$ cat config.mk
export PLATFORM = sky130hd
export DESIGN_NAME = pate_cmp
export DESIGN_NICKNAME = d
export VERILOG_FILES = /design/src/rtl/core/pate_pkg.sv /design/src/rtl/core/pate_cmp.sv
export SDC_FILE = /design/constraint.sdc
export NUM_CORES = 1
export LEC_CHECK = 0
export BUFFER_PORTS_ARGS = -buffer_cell sky130_fd_sc_hd__buf_2
export CORE_MARGIN = 4
export CORE_UTILIZATION = 28
export DETAILED_ROUTE_END_ITERATION = 10
export PLACE_DENSITY_LB_ADDON = 0.2
export SLEW_MARGIN = 20
export SYNTH_ARGS = -nofsm -noshare
export SYNTH_HDL_FRONTEND = slang
export SYNTH_SLANG_ARGS = --single-unit
$ cat constraint.sdc
create_clock -name vclk -period 1.3
set_clock_uncertainty 0.15 [all_clocks]
set_input_delay 0.065 -clock vclk [all_inputs]
set_output_delay 0.065 -clock vclk [all_outputs]
set_load 0.01 [all_outputs]
$ cat src/rtl/core/pate_pkg.sv
// package with command codes, status codes and request/result types
package pate_pkg;

  typedef enum logic [2:0] {
    MODE_APPEND     = 3'd0,
    MODE_UNIQUE     = 3'd1,
    MODE_DEL_VALUE  = 3'd2,
    MODE_DEL_INDEX  = 3'd3,
    MODE_SET        = 3'd4,
    MODE_GET        = 3'd5,
    MODE_CLEAR      = 3'd6,
    MODE_DEDUPE     = 3'd7
  } pate_mode_t;

  typedef enum logic [1:0] {
    ST_OK      = 2'd0,
    ST_FULL    = 2'd1,
    ST_RANGE   = 2'd2,
    ST_PRESENT = 2'd3
  } pate_status_t;

  typedef struct packed {
    pate_mode_t  mode;
    logic [31:0] value;
    logic [7:0]  index;
  } pate_in_t;

  typedef struct packed {
    logic [7:0]   result_index;
    logic [31:0]  result_value;
    logic [8:0]   fill_count;
    pate_status_t status;
  } pate_out_t;

  // flags from the shared compare unit
  typedef struct packed {
    logic hit;
    logic more;
  } pate_cmp_t;

endpackage

$ cat src/rtl/core/pate_cmp.sv
// shared compare unit: key match on read data and walk bound check
module pate_cmp #(
  parameter int VALUE_BITS = 32,
  parameter int CNT_W      = 9
) (
  input  logic [VALUE_BITS-1:0] key,
  input  logic [VALUE_BITS-1:0] data,
  input  logic [CNT_W-1:0]      ptr,
  input  logic [CNT_W-1:0]      lim,
  output pate_pkg::pate_cmp_t   flags
);
  import pate_pkg::*;

  // one equality compare and one magnitude compare per cycle
  always_comb begin
    flags.hit  = (key == data);
    flags.more = (ptr < lim);
  end

endmodule

## Yosys cells after proc, flatten, opt, wreduce, memory -nomap -nowiden

Cells that the tools add are included.

- Bits in read-only memories: 0
- Bits in latches: 0
- RAM bits: 0
- Output and inout bits: 2
- Word-level logic and storage cells: 2
- Register bits: 0
- Input bits: 82
- Memories kept: 0

- Bitwise gates (word level): 0
- Divide/modulo/power cells: 0
- $lt $le $gt $ge: 1
- Multiplexer cells: 0
- Equality and inequality tests: 1
- Reductions and logical operators: 0
- Shift-type cells: 0
- Multipliers: 0
- $add $sub $neg: 0

Operators with widths:

| kind | number |
|---|---|
| $eq A32 B32 Y1 | 1 |
| $lt A9 B9 Y1 | 1 |

## Longest topological paths before layout

- Depth in word-level cells: 1
- Gate-level depth with buffers: 6
- Depth with buffers taken out: 6

## Worst setup path before layout

Ideal clock, no wire load.

- Kind: input port to output port
- Start: input lim[6]
- End: output flags[0] (netlist name)
- Arrival: 1.229 ns
- Cell stages on the path: 6
- Buffers on the path: 0
- Data required time: 1.085 ns
- Path slack: -0.144 ns
- Path through: inv_1 -> ha_1 -> a21o_1 -> a21o_1 -> a221o_1 -> a31oi_1

RTL lines:

| what | line | RTL |
|---|---|---|
| from (decl) | pate_cmp.sv:9 | `input logic [CNT_W-1:0] lim,` |
| to (decl) | pate_cmp.sv:10 | `output pate_pkg::pate_cmp_t flags` |

==> impl_metrics.py <==
metrics = {
    "clock_tree": {
        "cts_setup_buffers": 0,
        "hold_buffers": 0,
    },
    "route": {
        "wl_per_cell_um": 10.3,
        "drtIter0Drc": 3,
        "avgViaCountPerCell": 4.31,
        "drcViolationCount": 0,
        "drt_first_pass_iters": 2,
        "vias": 772,
        "wl_um": 1850,
        "postRouteAntennaNets": 0,
    },
    "grt": {
        "grt_pass1_wl_um": 2670,
        "antenna_found_initial": 0,
        "first_global_vias": 729,
        "track_usage_pct": 12.0,
        "grt_max_degree": 3,
        "grt_overflow": 0,
    },
    "synthesis": {
        "avgSynthCellArea_sq_um": 7.85,
        "synthCells": 69,
        "ys_seq_area_share_pct": 0,
        "syn_nets": 159,
        "syn-cell-area_sq_um": 542,
        "yosys_warnings": 0,
        "synth.distinct_cells": 14,
    },
    "final_layout": {
        "n_sequential_cell": 0,
        "layout_commonest_cell": "buf_2",
        "nets": 246,
        "diodes": 0,
        "drive_gt1_share_pct": 58.4,
        "area_delta_synth_final_pct": 94.7,
        "final_cell_mix": "buf_2, xor2_1, inv_1, ha_1, nor4_1",
        "seq_area_sq_um": 0,
        "clock_buffers": 0,
        "post-route-util_pct": 59.2,
    },
    "timing": {
        "fmax_ghz": 0.652,
        "post-route-min-period_ps": 1530,
        "tightest_slew_ps": 267,
        "setup_viol": 1,
        "finalCritPeriodShare_pct": 118,
        "final_max_slew_viol_count": 0,
        "hold_viol": 0,
        "maxSlewHeadroom_pct": 82.0,
        "setup_ws_ps": -233,
        "rsz0062_at_grt": "yes",
    },
    "worst_setup_path": {
        "crit_slowest_cell": "a221o_1",
        "crit_path_max_incr_delay_ps": 320,
        "cp_data_required_time_ps": 1090,
        "cp-end-kind": "primary output",
        "crit_path_start_kind": "input pin",
        "cp_cell_sequence": "buf_8, inv_12, ha_4, a21o_1, a21o_1, a221o_1, a31oi_2, buf_2",
        "worst_path_most_repeated_cell": "a21o_1",
        "critical_path_class": "in2out",
        "crit_fanout": 2,
        "crit_arrival_ps": 1320,
    },
    "pwr": {
        "pwr-share-clk_pct": 0,
        "power_switching_uw": 117,
        "p_per_area_nw_per_um2": 273,
        "p_seq_share_pct": 0,
        "intPower_uw": 171,
        "peakVddDrop_mv": 0.142,
        "switching_share_pct": 40.6,
        "finalPower_uw": 288,
        "leakage_uw": 0.000623,
        "combPwrFrac_pct": 100.0,
    },
    "min_path": {
        "hold_path.startpoint": "ptr[4]",
        "min_to": "flags[0]",
        "holdCritPathClass": "in2out",
        "min_path_cells": 4,
    },
    "floorplanning": {
        "fp-row-count": 15,
        "die_h_um": 52.0,
        "design.core.area_sq_um": 1780,
        "die_x_um": 52.0,
        "io_pins": 84,
        "initial_core_util_pct": 30.4,
        "dieArea_sq_um": 2700,
    },
    "place": {
        "port_buffers": 84,
        "hpwl_um": 1830,
        "gp_congestion": 0.684,
        "dp_slack_ps": -319,
    },
    "status": {
        "status": "finished, violations left",
        "violations": "negative setup slack",
    },
    "flow_run": {
        "drv_cap": 0,
    },
}
-- metal layers --
metal / vias to the layer above / GRT usage, % / wire, um
met5: - / 0 / 0
met4: 0 / 0 / 0
met3: 0 / 2.29 / 256
met2: 49 / 23.6 / 959
met1: 313 / 13.8 / 636
li1: 410 / - / -
-- worst max path at each step --
stage,startpoint,end,slack [ps],depth (start not counted)
floorplan,lim[6],flags[0],-20,6
global placement,lim[6],flags[0],-310,8
detailed placement,lim[6],flags[0],-320,8
CTS,lim[6],flags[0],-240,8
global route,lim[6],flags[0],-290,8
finish,lim[6],flags[0],-230,8
-- power groups by stage --
stage               clock network [uW]  registers, uW  logic, uW
detailed placement                   0              0        283
CTS                                  0              0        287
finish                               0              0        288
global placement                     0              0        277
global route                         0              0        324
floorplan                            0              0        121
-- kinds of logic after synthesis --
| family | count (synthesis) | share of synthesized area, % |
|---|---|---|
| AO/OA/AOI/OAI | 7 | 8.54 |
| XOR/XNOR | 32 | 51.7 |
| adder cells (fa/ha/maj) | 8 | 18.5 |
| buffers and inverters | 8 | 5.54 |
| AND/OR/NAND/NOR | 14 | 15.7 |
-- through the flow --
step / TNS [ps] / instances / hold WS (ps) / instance area (sq um)
2_1_floorplan: -18.6 / 69 / 197 / 573
3_3_place_gp: -306 / 179 / 389 / 1030
3_5_place_dp: -319 / 179 / 390 / 1030
4_1_cts: -242 / 179 / 390 / 1040
5_1_grt: -293 / 179 / 412 / 1050
6_report: -233 / 179 / 386 / 1050
-- cells in the mapped netlist (all sizes together) --
master   n  area [sq um]
xor2    32           280
ha       8           100
inv      8          30.0
nor4     8          50.1
a21o     2          15.0
a21oi    2          10.0
nand4    2          12.5
a221o    1          10.0
a31oi    1          6.26
and4     1          8.76
nand2    1          3.75
nand2b   1          6.26
nor2     1          3.75
o21ai    1          5.00
-- critical path: cells and delay by family --
| kind | cells | cell delay [ps] |
|---|---|---|
| compound gates | 4 | 780 |
| buf+inv | 3 | 270 |
| fa+ha+maj | 1 | 220 |
-- final cells by class --
type / count / area, sq um
timing repair buffer: 85 / 438
multi-input combinational: 61 / 543
tap: 25 / 31.3
inverter: 8 / 42.5
fill: 166 / 728
-- repair_timing --
item / 4_1_cts / 5_1_grt
cloned: 0 / 0
hold endpoints to repair: 0 / 0
setup endpoints to repair: 1 / 2
resized for setup: 3 / 2
No activity file was read; power rests on OpenSTA's default activity.
